--- src/hdl/bn2d_pkg.sv ---
// shared types, codes and saturation helpers for the batch normalization core
// no dependencies
package bn2d_pkg;

    localparam int FRAC_BITS    = 16;
    localparam int CHANNELS_DEF = 64;

    localparam logic [12:0]        COUNT_MAX = 13'd8191;
    localparam logic signed [31:0] I32_MAX   = 32'sh7FFF_FFFF;
    localparam logic signed [31:0] I32_MIN   = 32'sh8000_0000;
    localparam logic signed [31:0] ONE_Q     = 32'(64'd1 << FRAC_BITS);
    localparam logic [63:0]        RECIP_NUM = 64'd1 << (2 * FRAC_BITS);
    localparam logic [16:0]        MOM_ONE   = 17'h1_0000;
    localparam logic [16:0]        EPS_RST   = 17'd1;
    localparam logic [16:0]        MOM_RST   = 17'd6554;

    // request codes
    localparam logic [2:0] REQ_GAMMA = 3'd0;
    localparam logic [2:0] REQ_BETA  = 3'd1;
    localparam logic [2:0] REQ_MMEAN = 3'd2;
    localparam logic [2:0] REQ_MVAR  = 3'd3;
    localparam logic [2:0] REQ_MEAN  = 3'd4;
    localparam logic [2:0] REQ_VAR   = 3'd5;
    localparam logic [2:0] REQ_NORM  = 3'd6;

    // result kinds
    localparam logic [1:0] KIND_NORM = 2'd0;
    localparam logic [1:0] KIND_MEAN = 2'd1;
    localparam logic [1:0] KIND_VAR  = 2'd2;

    // configuration register indexes
    localparam logic [1:0] CFG_TRAIN = 2'd0;
    localparam logic [1:0] CFG_EPS   = 2'd1;
    localparam logic [1:0] CFG_MOM   = 2'd2;

    typedef struct packed {
        logic signed [31:0] gamma;
        logic signed [31:0] beta;
        logic signed [31:0] mmean;
        logic signed [31:0] mvar;
        logic signed [31:0] minv;
    } t_entry;

    typedef enum logic {IU_DIV, IU_SQRT} t_iu_op;

    typedef struct packed {
        logic   start;
        t_iu_op op;
    } t_iu_ctl;

    typedef struct packed {
        logic done;
        logic zero;
    } t_iu_sts;

    typedef enum logic {TGT_MOV, TGT_BATCH} t_tgt;

    typedef enum logic [4:0] {
        ST_SWP_RD, ST_SWP_EX, ST_IDLE, ST_EXEC, ST_SQR, ST_DV, ST_DVW,
        ST_IR_SQ, ST_IR_SQW, ST_IR_RC, ST_IR_RCW, ST_IR_END,
        ST_BL1, ST_BL2, ST_BL3, ST_N2, ST_N3, ST_OUT
    } t_state;

    function automatic logic signed [31:0] sat32(input logic signed [63:0] a);
        if (a > 64'sh0000_0000_7FFF_FFFF) return I32_MAX;
        else if (a < -64'sh0000_0000_8000_0000) return I32_MIN;
        else return a[31:0];
    endfunction

    function automatic logic signed [63:0] sat_add64(input logic signed [63:0] a,
                                                     input logic signed [63:0] b);
        logic [64:0] s;
        s = {a[63], a} + {b[63], b};
        if (!s[64] && s[63]) return 64'sh7FFF_FFFF_FFFF_FFFF;
        else if (s[64] && !s[63]) return 64'sh8000_0000_0000_0000;
        else return s[63:0];
    endfunction

    function automatic logic signed [31:0] clamp0(input logic signed [31:0] a);
        return a[31] ? 32'sd0 : a;
    endfunction

endpackage

--- src/hdl/bn2d_iter.sv ---
// shared iterative unit: 64/32 restoring divide (one bit a cycle)
// and 64-bit integer square root (one result bit a cycle); uses bn2d_pkg
module bn2d_iter (
    input  logic              i_clk,
    input  logic              i_rst_n,
    input  bn2d_pkg::t_iu_ctl i_ctl,
    input  logic [63:0]       i_a,
    input  logic [31:0]       i_b,
    output bn2d_pkg::t_iu_sts o_sts,
    output logic [63:0]       o_res
);
    import bn2d_pkg::*;

    localparam int DIV_STEPS  = 64;
    localparam int SQRT_STEPS = 32;
    localparam int CW         = $clog2(DIV_STEPS + 1);

    logic           r_busy, n_busy;
    logic           r_done, n_done;
    t_iu_op         r_op, n_op;
    logic [CW-1:0]  r_cnt, n_cnt;
    logic [63:0]    r_q, n_q;
    logic [32:0]    r_rem, n_rem;
    logic [31:0]    r_b, n_b;
    logic [63:0]    r_r, n_r;
    logic [63:0]    r_bit, n_bit;

    logic [32:0]    rem_sh;
    logic [63:0]    rb;

    assign rem_sh = {r_rem[31:0], r_q[63]};
    assign rb     = r_r + r_bit;

    always_comb begin
        n_busy = r_busy;
        n_done = 1'b0;
        n_op   = r_op;
        n_cnt  = r_cnt;
        n_q    = r_q;
        n_rem  = r_rem;
        n_b    = r_b;
        n_r    = r_r;
        n_bit  = r_bit;
        if (i_ctl.start) begin
            n_busy = 1'b1;
            n_op   = i_ctl.op;
            n_cnt  = (i_ctl.op == IU_SQRT) ? CW'(SQRT_STEPS) : CW'(DIV_STEPS);
            n_q    = i_a;
            n_rem  = '0;
            n_b    = i_b;
            n_r    = '0;
            n_bit  = 64'h4000_0000_0000_0000;
        end else if (r_busy) begin
            if (r_op == IU_SQRT) begin
                if (r_q >= rb) begin
                    n_q = r_q - rb;
                    n_r = (r_r >> 1) + r_bit;
                end else begin
                    n_r = r_r >> 1;
                end
                n_bit = r_bit >> 2;
            end else begin
                if (rem_sh >= {1'b0, r_b}) begin
                    n_rem = rem_sh - {1'b0, r_b};
                    n_q   = {r_q[62:0], 1'b1};
                end else begin
                    n_rem = rem_sh;
                    n_q   = {r_q[62:0], 1'b0};
                end
            end
            n_cnt = r_cnt - CW'(1);
            if (r_cnt == CW'(1)) begin
                n_busy = 1'b0;
                n_done = 1'b1;
            end
        end
    end

    always_ff @(posedge i_clk) begin
        if (!i_rst_n) begin
            r_busy <= 1'b0;
            r_done <= 1'b0;
        end else begin
            r_busy <= n_busy;
            r_done <= n_done;
        end
        r_op  <= n_op;
        r_cnt <= n_cnt;
        r_q   <= n_q;
        r_rem <= n_rem;
        r_b   <= n_b;
        r_r   <= n_r;
        r_bit <= n_bit;
    end

    assign o_res      = (r_op == IU_SQRT) ? r_r : r_q;
    assign o_sts.done = r_done;
    assign o_sts.zero = (o_res == 64'd0);

endmodule

--- config.mk ---
export PLATFORM = sky130hd
export DESIGN_NAME = bn2d_iter
export DESIGN_NICKNAME = d
export VERILOG_FILES = /design/src/hdl/bn2d_pkg.sv /design/src/hdl/bn2d_iter.sv
export SDC_FILE = /design/constraint.sdc
export NUM_CORES = 1
export LEC_CHECK = 0
export BUFFER_PORTS_ARGS = -buffer_cell sky130_fd_sc_hd__buf_2
export CORE_ASPECT_RATIO = 2
export CORE_UTILIZATION = 55
export CTS_BUF_LIST = sky130_fd_sc_hd__clkbuf_4 sky130_fd_sc_hd__clkbuf_8
export DETAILED_ROUTE_END_ITERATION = 8
export GPL_TIMING_DRIVEN = 1
export PLACE_DENSITY = 0.79
export SLEW_MARGIN = 20
export SYNTH_ARGS = -nofsm -noshare
export SYNTH_HDL_FRONTEND = slang
export SYNTH_SLANG_ARGS = --single-unit
--- constraint.sdc ---
create_clock -name i_clk -period 8.2 [get_ports i_clk]
set_input_delay 2.05 -clock i_clk [delete_from_list [all_inputs] [get_ports i_clk]]
set_output_delay 2.05 -clock i_clk [all_outputs]
set_load 0.01 [all_outputs]
## Word level (Yosys, flattened, before mapping)

Cells that the tools add are included.

| word-level totals | value |
|---|---|
| register bits after elaboration | 234 |
| word-level logic and storage cells | 42 |
| output and inout port bits | 66 |
| bits of input ports | 100 |

| operators by class | value |
|---|---|
| add/subtract/negate cells | 5 |
| reduce and logical (&&, ||, !) cells | 6 |
| eq/ne operators | 2 |
| multiplexer cells | 15 |
| bitwise logic cells | 3 |
| order comparisons | 2 |

Operators by type and width:

| kind | count |
|---|---|
| $mux W64 | 6 |
| $add A63 B63 Y64 | 1 |
| $add A64 B63 Y64 | 1 |
| $ge A64 B64 Y1 | 1 |
| $logic_not A64 Y1 | 1 |
| $sub A64 B64 Y64 | 1 |
| $ge A33 B32 Y1 | 1 |
| $mux W32 | 1 |
| $sub A32 B32 Y32 | 1 |
| $mux W7 | 3 |
| $eq A7 B1 Y1 const B | 1 |
| $sub A7 B1 Y7 const B | 1 |
| $reduce_and A2 Y1 | 3 |
| $mux W1 | 5 |
| $ne A3 B2 Y1 const B | 1 |
| $not A1 Y1 | 3 |
| $reduce_or A3 Y1 | 1 |
| $reduce_bool A2 Y1 | 1 |

## Logic depth before layout (Yosys ltp)

Gate-level depths: netlist of run 1.

| depth | value |
|---|---|
| depth in word-level cells | 6 |
| mapped depth | 28 |
| gate-level depth less buffers | 25 |

## Least setup slack after synthesis of run 1

OpenSTA, ideal clock, no wires.

| path | value |
|---|---|
| path type | register -> register |
| start | register r_r[0] |
| end | register r_q[0] (enable) |
| period minus slack after synthesis | 6821 ps |
| buffers on the path | 3 |
| setup time | 427 ps |
| setup slack | 1379 ps |
| data required time | 7773 ps |
| arrival time | 6395 ps |
| cell stages (with the launch flop) | 24 |
| path through | dfxtp_1 -> ha_1 -> ha_1 -> a21o_1 -> a31o_2 -> a211o_1 -> o211ai_1 -> a21oi_1 -> o311ai_1 -> nand2_1 -> a21o_1 -> a31oi_1 -> o21ai_0 -> xnor2_1 -> ha_1 -> clkbuf_1 -> nand4_1 -> nor3_1 -> nand2_1 -> or2_1 -> o221ai_2 -> buf_2 -> buf_2 -> o21a_1 |

| on the way | value |
|---|---|
| longest elaborated chain between the ends | 4 |

Ends and longest elaborated chain:

| item | line | RTL |
|---|---|---|
| start, declared | bn2d_iter.sv:25 | `logic [63:0] r_r, n_r;` |
| start signal, assigned | bn2d_iter.sv:92 | `r_r <= n_r;` |
| $add A64 B63 Y64 | bn2d_iter.sv:32 | `assign rb = r_r + r_bit;` |
| $ge A64 B64 Y1 | bn2d_iter.sv:55 | `if (r_q >= rb) begin` |
| $ne A3 B2 Y1 (no source line) | n/a |  |
| $reduce_and A2 Y1 (no source line) | n/a |  |
| end signal, assigned | bn2d_iter.sv:89 | `r_q <= n_q;` |
| end, declared | bn2d_iter.sv:22 | `logic [63:0] r_q, n_q;` |

No other way between the ends.
A chain may end at the register's enable or synchronous reset.

## Worst setup path in the final report of run 1

| path | value |
|---|---|
| start | register r_r[8] |
| end | register r_r[51] |

| on the way | value |
|---|---|
| longest elaborated chain between the ends | 3 |
| elaborated cells on any way between the ends | 4 |
| those cells by class | add/sub (2); order compare (1); mux (1) |

Ends and longest elaborated chain:

| item | line |
|---|---|
| $add A64 B63 Y64 | bn2d_iter.sv:32 |
| $ge A64 B64 Y1 | bn2d_iter.sv:55 |
| $mux W64 (*) | bn2d_iter.sv:55 |

Mark *: on every way between the ends. The rest lies on a longest branch, timed or not.

==> results.txt, run 1 <==
* Crit path largest cell delay: 620 ps
* Crit path launch type: flop
- Setup repair after global routing left no endpoint under its margin.
* Class of the tightest hold or removal check: flop to flop
* CP max FO: 72
* Worst R2R Path Depth: 23
- Number of buffers created by CTS: 40
- Number of fill cells in the layout: 3340
* Net count of the mapped netlist: 2936
- The top cell types in the final layout, fill and taps aside, are sky130_fd_sc_hd__nand2_1, sky130_fd_sc_hd__a21oi_1, sky130_fd_sc_hd__nor2_1.
* Synthesized area per cell: 7.869 µm²
* Core footprint: 37410 µm²
- In the final timing run, aggregate negative setup slack is 0 ps.
- The count of buffers added on input and output ports is 165.
- The root buffer cell chosen for the clock tree is sky130_fd_sc_hd__clkbuf_8.
- Relative slew margins: 29.45%
* Worst voltage drop across the vdd grid: 0.0001750 V
* Post-synth design cell area: 21010 µm²
- On the critical path the largest part of the delay comes from compound AO/OA/AOI/OAI gates.
- Leaving out fill and tap cells, the most frequent cell in the layout is sky130_fd_sc_hd__nand2_1.
* Number of buffers inserted to repair setup after CTS: 0
- The die covers 39030 µm².
- For this configuration, the core starts out at a cell density of 56.16%.
- Across all hold checks on the routed design, the worst slack comes to 483.6 ps.
- The number of hold violations in the final report was 0.
* Period utilisation layout: 84.89%
- Entering global routing, the biggest net connects 119 pins.
* Max_cap viols: 0
- Bufs on Longest Clock Path: 3
- TritonCTS built the clock tree.
- The H-tree was split into 2 levels.
* Cell-by-cell listing of the critical path: ha_1 -> a31oi_1 -> nor2_1 -> a211o_1 -> o211ai_1 -> a21oi_1 -> o311ai_1 -> nand2_1 -> a21o_1 -> a31oi_1 -> o21ai_0 -> xnor2_1 -> ha_1 -> nand4_1 -> nor3_1 -> nand2_1 -> or2_1 -> o221ai_4 -> buf_4 -> a21oi_1 -> a311oi_1 -> a21oi_1 -> a2111oi_2
- In the final routed layout, each cell accounts on average for 21.25 µm.
* Fraction of the yosys area taken by sequential cells: 27.25%
- For this run the aggregate overflow at the end of global routing stands at 0.
- Type of the worst setup path: flop to flop
* Worst clock skew on the final layout: 36.54 ps
- The detailed router placed 20910 vias in this run.
- For this run, the leading register cell type out of synthesis is sky130_fd_sc_hd__dfxtp_1.
* Most common cell type on the critical path: sky130_fd_sc_hd__a21oi_1
- Number of nets with antenna violations after routing: 0
- At the pin with the least slew margin, the transition time is 1058 ps.
* Number of buffer and inverter instances along the worst setup path: 1
- Total track usage: 34.47%
- After global routing, the most crowded layer is met2.
* Number of flops mapped to enable cells by yosys: 104
- Achievable Freq: 143.7 MHz
- For this block, the initial DRC count from the detailed router was 1598.
- Cells after DPL: 3143
- Power density over the cells: 208.8 nW/µm²
- Counting instances, the worst hold path has a depth of 2.
* Worst setup EP type: flop
- Fraction of registers with async set or reset after synthesis: 0%
* Quantity of hold-fixing buffers added after cts: 0
* P&R area growth vs syn: 8.701%
* Weighted congestion reported at the end of routability-driven placement: 1.045
* Warnings from Yosys: 0
- For this run, global-route usage on met3 was measured as 4.456%.
- The number of global-route vias before repair is 20550.
* Chip Height: 278.4 µm
* Initial antenna violation count: 1
* Total half-perimeter wirelength after legalization and detailed placement: 51450 µm
- The flow ran to the end, and the final reports show no timing, DRC or antenna violations.
- For the worst setup path, the data arrival time is 7460 ps.
- Global routing met1 resource utilization: 36.88%
* Row Count: 100
- Synthesis inferred 234 register bits.
* Worst Setup Slack post-DPL: 1432 ps
* Final Setup Violations: 0
- Synthesis instantiated 92 different standard cells from the library.
- Resized Gates After CTS: 0
- Count of nets after finishing: 2992
* Worst setup margin: 1239 ps
* Count of pins over their slew limit: 0
* Number of cells produced by synthesis: 2670
* Clock transition time at the flip-flop clock pins of the worst setup and hold paths: 60 ps
* First-pass GRT wire length: 106800 µm
- After detailed routing, the number of vias per cell comes to 6.499.
* Final non-filler cell total: 3217
- Subtracting the final worst setup slack from the clock period gives 6961 ps.
* Fraction of layout cells with a size suffix above 1: 12.19%
- Global routing consumed, on the met2 layer, 62.56% of the routing resources.
* Die Width: 140.2 µm
- Count of unresolved DRC violations after routing: 0
- First-pass detailed-route iteration total: 6
- The critical path crosses 23 cells after its start point.
- Leakage dissipation: 0.009638 µW
- The clock reaches the later pin of the worst-skew pair after 610 ps.
- Pin placement for this block handled 166 I/O pins.
* CP max-delay cell: sky130_fd_sc_hd__buf_4
- Required time at the endpoint of the critical path: 8690 ps
* Total routed wirelength: 68360 µm
- The clock net in this run drives a total of 234 sinks.
registers in the layout, summed over array words and instances, names as in the netlist:
register and cells:
r_done 1, r_busy 1, r_r 64, r_op 1, r_q 64, r_b 32, r_cnt 7, r_rem 32
r_bit 32
metal layers:
metal | up-vias | wire length [µm]
met3 | 266 | 4508
met1 | 9817 | 24900
li1 | 9901 | -
met5 | - | 0
met4 | 0 | 4558
met2 | 922 | 34390
where the power goes:
part	switching, µW	internal, µW	leakage, µW	total [µW]
Combinational	1220	762	0.00705	1980
Clock	549	712	0.000486	1260
Sequential	151	1370	0.00210	1520
Total	1920	2850	0.00964	4770
Yosys cell counts (70+ instances only):
cell / count / area, µm²
sky130_fd_sc_hd__nor2b_1: 70 / 437.9
sky130_fd_sc_hd__nand2_1: 371 / 1393
sky130_fd_sc_hd__ha_1: 164 / 2052
sky130_fd_sc_hd__a21o_1: 125 / 938.4
sky130_fd_sc_hd__xor2_1: 97 / 849.6
sky130_fd_sc_hd__o21ai_0: 160 / 800.8
sky130_fd_sc_hd__inv_1: 91 / 341.6
sky130_fd_sc_hd__xnor2_1: 88 / 770.7
sky130_fd_sc_hd__clkbuf_1: 123 / 461.7
sky130_fd_sc_hd__a21oi_1: 250 / 1251
sky130_fd_sc_hd__dfxtp_1: 130 / 2603
sky130_fd_sc_hd__edfxtp_1: 104 / 3123
sky130_fd_sc_hd__nor2_1: 193 / 724.4
tightest hold or removal path, stage by stage (launching register included):
cell,delay [ps]
sky130_fd_sc_hd__dfxtp_1,320
sky130_fd_sc_hd__nand2_1,60
sky130_fd_sc_hd__a21oi_1,50
worst paths after layout:
| check | from | endpoint | slack, ps |
|---|---|---|---|
| min reg2reg | r_rem[14] | r_rem[14] | 480 |
| max reg2reg | r_r[8] | r_r[51] | 1240 |
| min | r_rem[14] | r_rem[14] | 480 |
| max | r_r[8] | r_r[51] | 1240 |
final cells by class:
cell class / instances / area (µm²) / area share, %
clock inverters: 13 / 176.4 / 0.7725
flip-flops and latches: 234 / 5725 / 25.07
inverters: 91 / 341.6 / 1.496
diodes: 1 / 2.502 / 0.01096
multi-input cells: 2177 / 14270 / 62.50
clock buffers: 60 / 744.5 / 3.260
well taps: 459 / 574.3 / 2.515
repair buffers: 182 / 999.7 / 4.378
metrics by stage:
| stage | total power [µW] | area, µm² | utilization, % |
|---|---|---|---|
| after floorplan | 2921 | 21010 | - |
| after global placement | 3454 | 21910 | 58.58 |
| after detailed placement | 3478 | 21910 | 58.58 |
| after CTS | 4749 | 22830 | 61.04 |
| after global routing | 5007 | 22840 | 61.04 |
| final | 4769 | 22840 | 61.04 |
logic make-up after synthesis:
kind of cell | synth area share [%]
adder cells (fa/ha/maj) | 9.958
buffers and inverters | 4.907
multiplexers | 1.781
XOR/XNOR | 7.712
AND/OR/NAND/NOR | 19.68
AO/OA/AOI/OAI | 28.71
flip-flops | 27.25
(Power assumes the default switching activity.)
==> run 2, diff against run 1 <==
--- a/config.mk
+++ b/config.mk
@@ -11,7 +11,7 @@
 export CTS_BUF_LIST = sky130_fd_sc_hd__clkbuf_4 sky130_fd_sc_hd__clkbuf_8
 export DETAILED_ROUTE_END_ITERATION = 8
 export GPL_TIMING_DRIVEN = 1
-export PLACE_DENSITY = 0.79
+export PLACE_DENSITY = 0.82
 export SLEW_MARGIN = 20
 export SYNTH_ARGS = -nofsm -noshare
 export SYNTH_HDL_FRONTEND = slang
==> constraint.sdc (replaced) <==
create_clock -name i_clk -period 5.99 [get_ports i_clk]
set_input_delay 1.4975 -clock i_clk [delete_from_list [all_inputs] [get_ports i_clk]]
set_output_delay 1.4975 -clock i_clk [all_outputs]
set_load 0.01 [all_outputs]
==> run 2 against run 1 <==
The flow now finishes with violations (design-rule violations). Clock skew grew 17 ps. Critical path depth rose by 3. Hold slack is essentially flat. Core utilization grew 3.0 points. Wire length is 3.3% higher. Via count rose by 3.2%. Critical endpoint is now r_r[41]. Sequential power rose by 36%. Flip-flop and latch count is the same. Total power grew 45%. Global-route usage rose by 0.85 points. Largest cell class unchanged. Highest routed layer unchanged.
==> results.txt, run 2 (synthesized netlist as in run 1, its figures left out) <==
- The flow ran to the end, but the final reports show violations.
- Failing checks: design-rule violations
- The standby leakage power came to 0.01018 µW (+5.6%).
* Count of nets after finishing: 3088 (+3.2%)
- Relative slew margins: 30.84% (+1.4 points)
- Min-Delay Path Depth: 2 (unchanged)
* Part of the total power dissipated in sequential elements: 29.8% (-2.2 points)
- The count of standard-cell rows is 100 (unchanged).
- The initial DRC count was 2022 (+27%).
- The cell internal power dissipation is 4141 µW (+45%).
- The overall fraction of global-route tracks in use is 35.32% (+0.85 points).
- P&R area growth vs syn: 14.00%
- Total routed wirelength: 70620 µm (+3.3%)
- Final critical-path required period: 5896 ps (-1065 ps)
- Max_cap viols: 0 (unchanged)
- The final number of max-transition violations came to 0 (unchanged).
- The remaining routing DRC violations is 1 (+1).
- Num Clock Sinks: 234 (unchanged)
- In this run the most critical hold path is launched from r_rem[8].
- Endpoint of the worst-slack reg-to-reg timing path: r_r[41]
* First-pass detailed-route iteration total: 9 (+3)
* Slew at the pin closest to its max-slew limit: 1024 ps (-33.84 ps)
* Achievable Freq: 169.6 MHz (+18%)
* Worst R2R Path Depth: 26 (+13%)
- Commonest non-fill, non-tap cell in the layout: sky130_fd_sc_hd__nand2_1
* Weighted congestion reported at the end of routability-driven placement: 1.053 (+0.74%)
- For hold timing, the worst endpoint is r_rem[8].
- Total of buffers placed on input and output ports: 165 (unchanged)
- The peak fanout along the critical path was 6 (-92%).
* Core footprint: 37410 µm² (unchanged)
- The number of antenna violations at the first check in global routing came to 1 (unchanged).
- Post-DR wirelength/cell: 21.31 µm (+0.31%)
- The setup slack of the most critical reg-to-reg path was 90 ps (-1150 ps).
* Total placed instance area: 22630 µm² (+3.3%)
- The combinational fraction of design power is 45.0% (+3.4 points).
- First-pass GRT wire length: 109700 µm (+2.7%)
* Number of nets with antenna violations after routing: 0 (unchanged)
* Final Setup Violations: 0 (unchanged)
- Worst clock skew on the final layout: 53.50 ps (+16.97 ps)
- Final standard cell area without fillers: 23950 µm² (+4.9%)
- Worst voltage drop across the vdd grid: 0.0003004 V (+72%)
- The switching power as a share of total power is 40.18% (-0.088 points).
* Period utilisation layout: 98.44% (+14 points)
* Most common cell type on the critical path: sky130_fd_sc_hd__buf_4
* Via count of the first global-routing pass: 21040 (+2.4%)
- Total half-perimeter wirelength after legalization and detailed placement: 53070 µm (+3.1%)
- Pin count of the biggest net entering global routing: 94 (-21%)
- The critical path is of the flop to flop type.
- Clock latency of the later-clocked register in the worst-skew pair: 630 ps (+20 ps)
* Chip Height: 278.4 µm (unchanged)
- The detail-routed via count per cell was 6.510 (+0.18%).
- CP max-delay cell: sky130_fd_sc_hd__o221ai_4
* Switching component of the power: 2781 µW (+45%)
- Effective utilization at floorplan: 56.16% (unchanged)
- Bufs on Longest Clock Path: 3 (unchanged)
- The proportion of layout cells with a drive suffix above 1 is 16.65% (+4.5 points).
- The cell area power density came to 289.0 nW/µm² (+38%).
- Class of the tightest hold or removal check: flop to flop
* Crit path launch type: flop
- The maximum single-stage delay on the critical path was 460 ps (-160 ps).
- The total negative slack for setup checks was 0 ps (unchanged).
- H-Tree Level Count: 2 (unchanged)
- TritonCTS built the clock tree.
* Worst path top cell family by delay: compound AO/OA/AOI/OAI gates
- The number of hold violations in the final report was 0 (unchanged).
* Required time at the endpoint of the critical path: 6510 ps (-2180 ps)
* Worst setup EP type: flop
- The clock-pin slew reported for the worst setup and hold paths after clock tree synthesis is 60 ps (about the same).
- The via count is 21570 (+3.2%).
* Number of buffer and inverter instances along the worst setup path: 4 (+3)
- Number of buffers created by CTS: 40 (unchanged)
* Root Buffer Master: sky130_fd_sc_hd__clkbuf_8
- Registers with the highest flip-flop counts: r_q: 64 flops, r_r: 64 flops
- The global-route congestion overflow total is 0 (unchanged).
- The total chip power is 6922 µW (+45%).
* Clk pwr share: 25.2% (-1.3 points)
* Quantity of hold-fixing buffers added after cts: 0 (unchanged)
* Commonest non-fill, non-tap cells in the layout: sky130_fd_sc_hd__nand2_1, sky130_fd_sc_hd__a21oi_1, sky130_fd_sc_hd__nor2_1
* I/O pin total: 166 (unchanged)
- The arrival time at the worst endpoint was 6420 ps (-1040 ps).
- Die Width: 140.2 µm (unchanged)
* DIE AREA: 39030 µm² (unchanged)
- The startpoint identified for the worst register-to-register timing path is r_r[0].
run 2: changes by cell type in the layout (fill, tap and decap cells not counted), sizes merged:
cell,previous run,this run
buf,181,273
bufinv,4,5
clkbuf,61,58
clkinv,6,9
clkinvlp,1,2
inv,93,94
o221ai,8,9
run 2: worst min-delay path, stage by stage (launching register included):
cell and delay [ps]:
sky130_fd_sc_hd__dfxtp_1 330, sky130_fd_sc_hd__nand2_1 60, sky130_fd_sc_hd__a21oi_1 50
run 2: power groups by stage:
| stage | Combinational [µW] | Clock, µW | Sequential (µW) |
|---|---|---|---|
| after floorplan | 2010 | 0 | 1990 |
| after global placement | 2850 | 0 | 2080 |
| after detailed placement | 2890 | 0 | 2080 |
| after CTS | 2920 | 1780 | 2050 |
| after global routing | 3340 | 1840 | 2070 |
| final | 3110 | 1750 | 2060 |
run 2: area by class of cell:
cell class / count / area, µm²
multi-input cells: 2178 / 14560
fillers: 3283 / 13460
flip-flops and latches: 234 / 5725
repair buffers: 277 / 1815
clock buffers: 54 / 693.2
well taps: 459 / 574.3
inverters: 91 / 341.6
clock inverters: 19 / 234.0
diodes: 1 / 2.502
run 2: worst max-delay path by stage:
| stage | cells after the start | endpoint | startpoint | slack (ps) |
|---|---|---|---|---|
| final | 26 | r_r[41] | r_r[0] | 90 |
| after global routing | 22 | r_q[49] | r_bit[2] | -30 |
| after CTS | 27 | r_q[61] | r_r[0] | 20 |
| after detailed placement | 26 | r_q[59] | r_r[0] | -70 |
| after global placement | 26 | r_q[59] | r_r[0] | -40 |
| after floorplan | 23 | r_q[0] | r_r[0] | 140 |
run 2: routing by layer:
layer	share of wire (%)	vias up	GRT usage, %
li1	-	10080	-
met1	36	10070	39.51
met2	49	1092	62.46
met3	6.9	328	4.353
met4	7.5	0	23.25
met5	0	-	0
run 2: metrics by stage:
stage	utilization, %	hold WS (ps)	instances	setup slack, ps
after global routing	64.02	506.6	3313	-29.51
after detailed placement	60.49	475.9	3231	-69.91
after floorplan	-	447.0	2670	138.4
final	64.02	483.3	3313	93.66
after global placement	60.49	464.4	3231	-38.57
after CTS	63.05	480.2	3305	21.06
run 2: timing repair:
action	4_1_cts	5_1_grt
gates resized for setup	5	54
pin swaps	2	22
hold endpoints to repair	0	0
endpoints found under the setup margin	5	146
cloned	0	4
buffers inserted	1	3
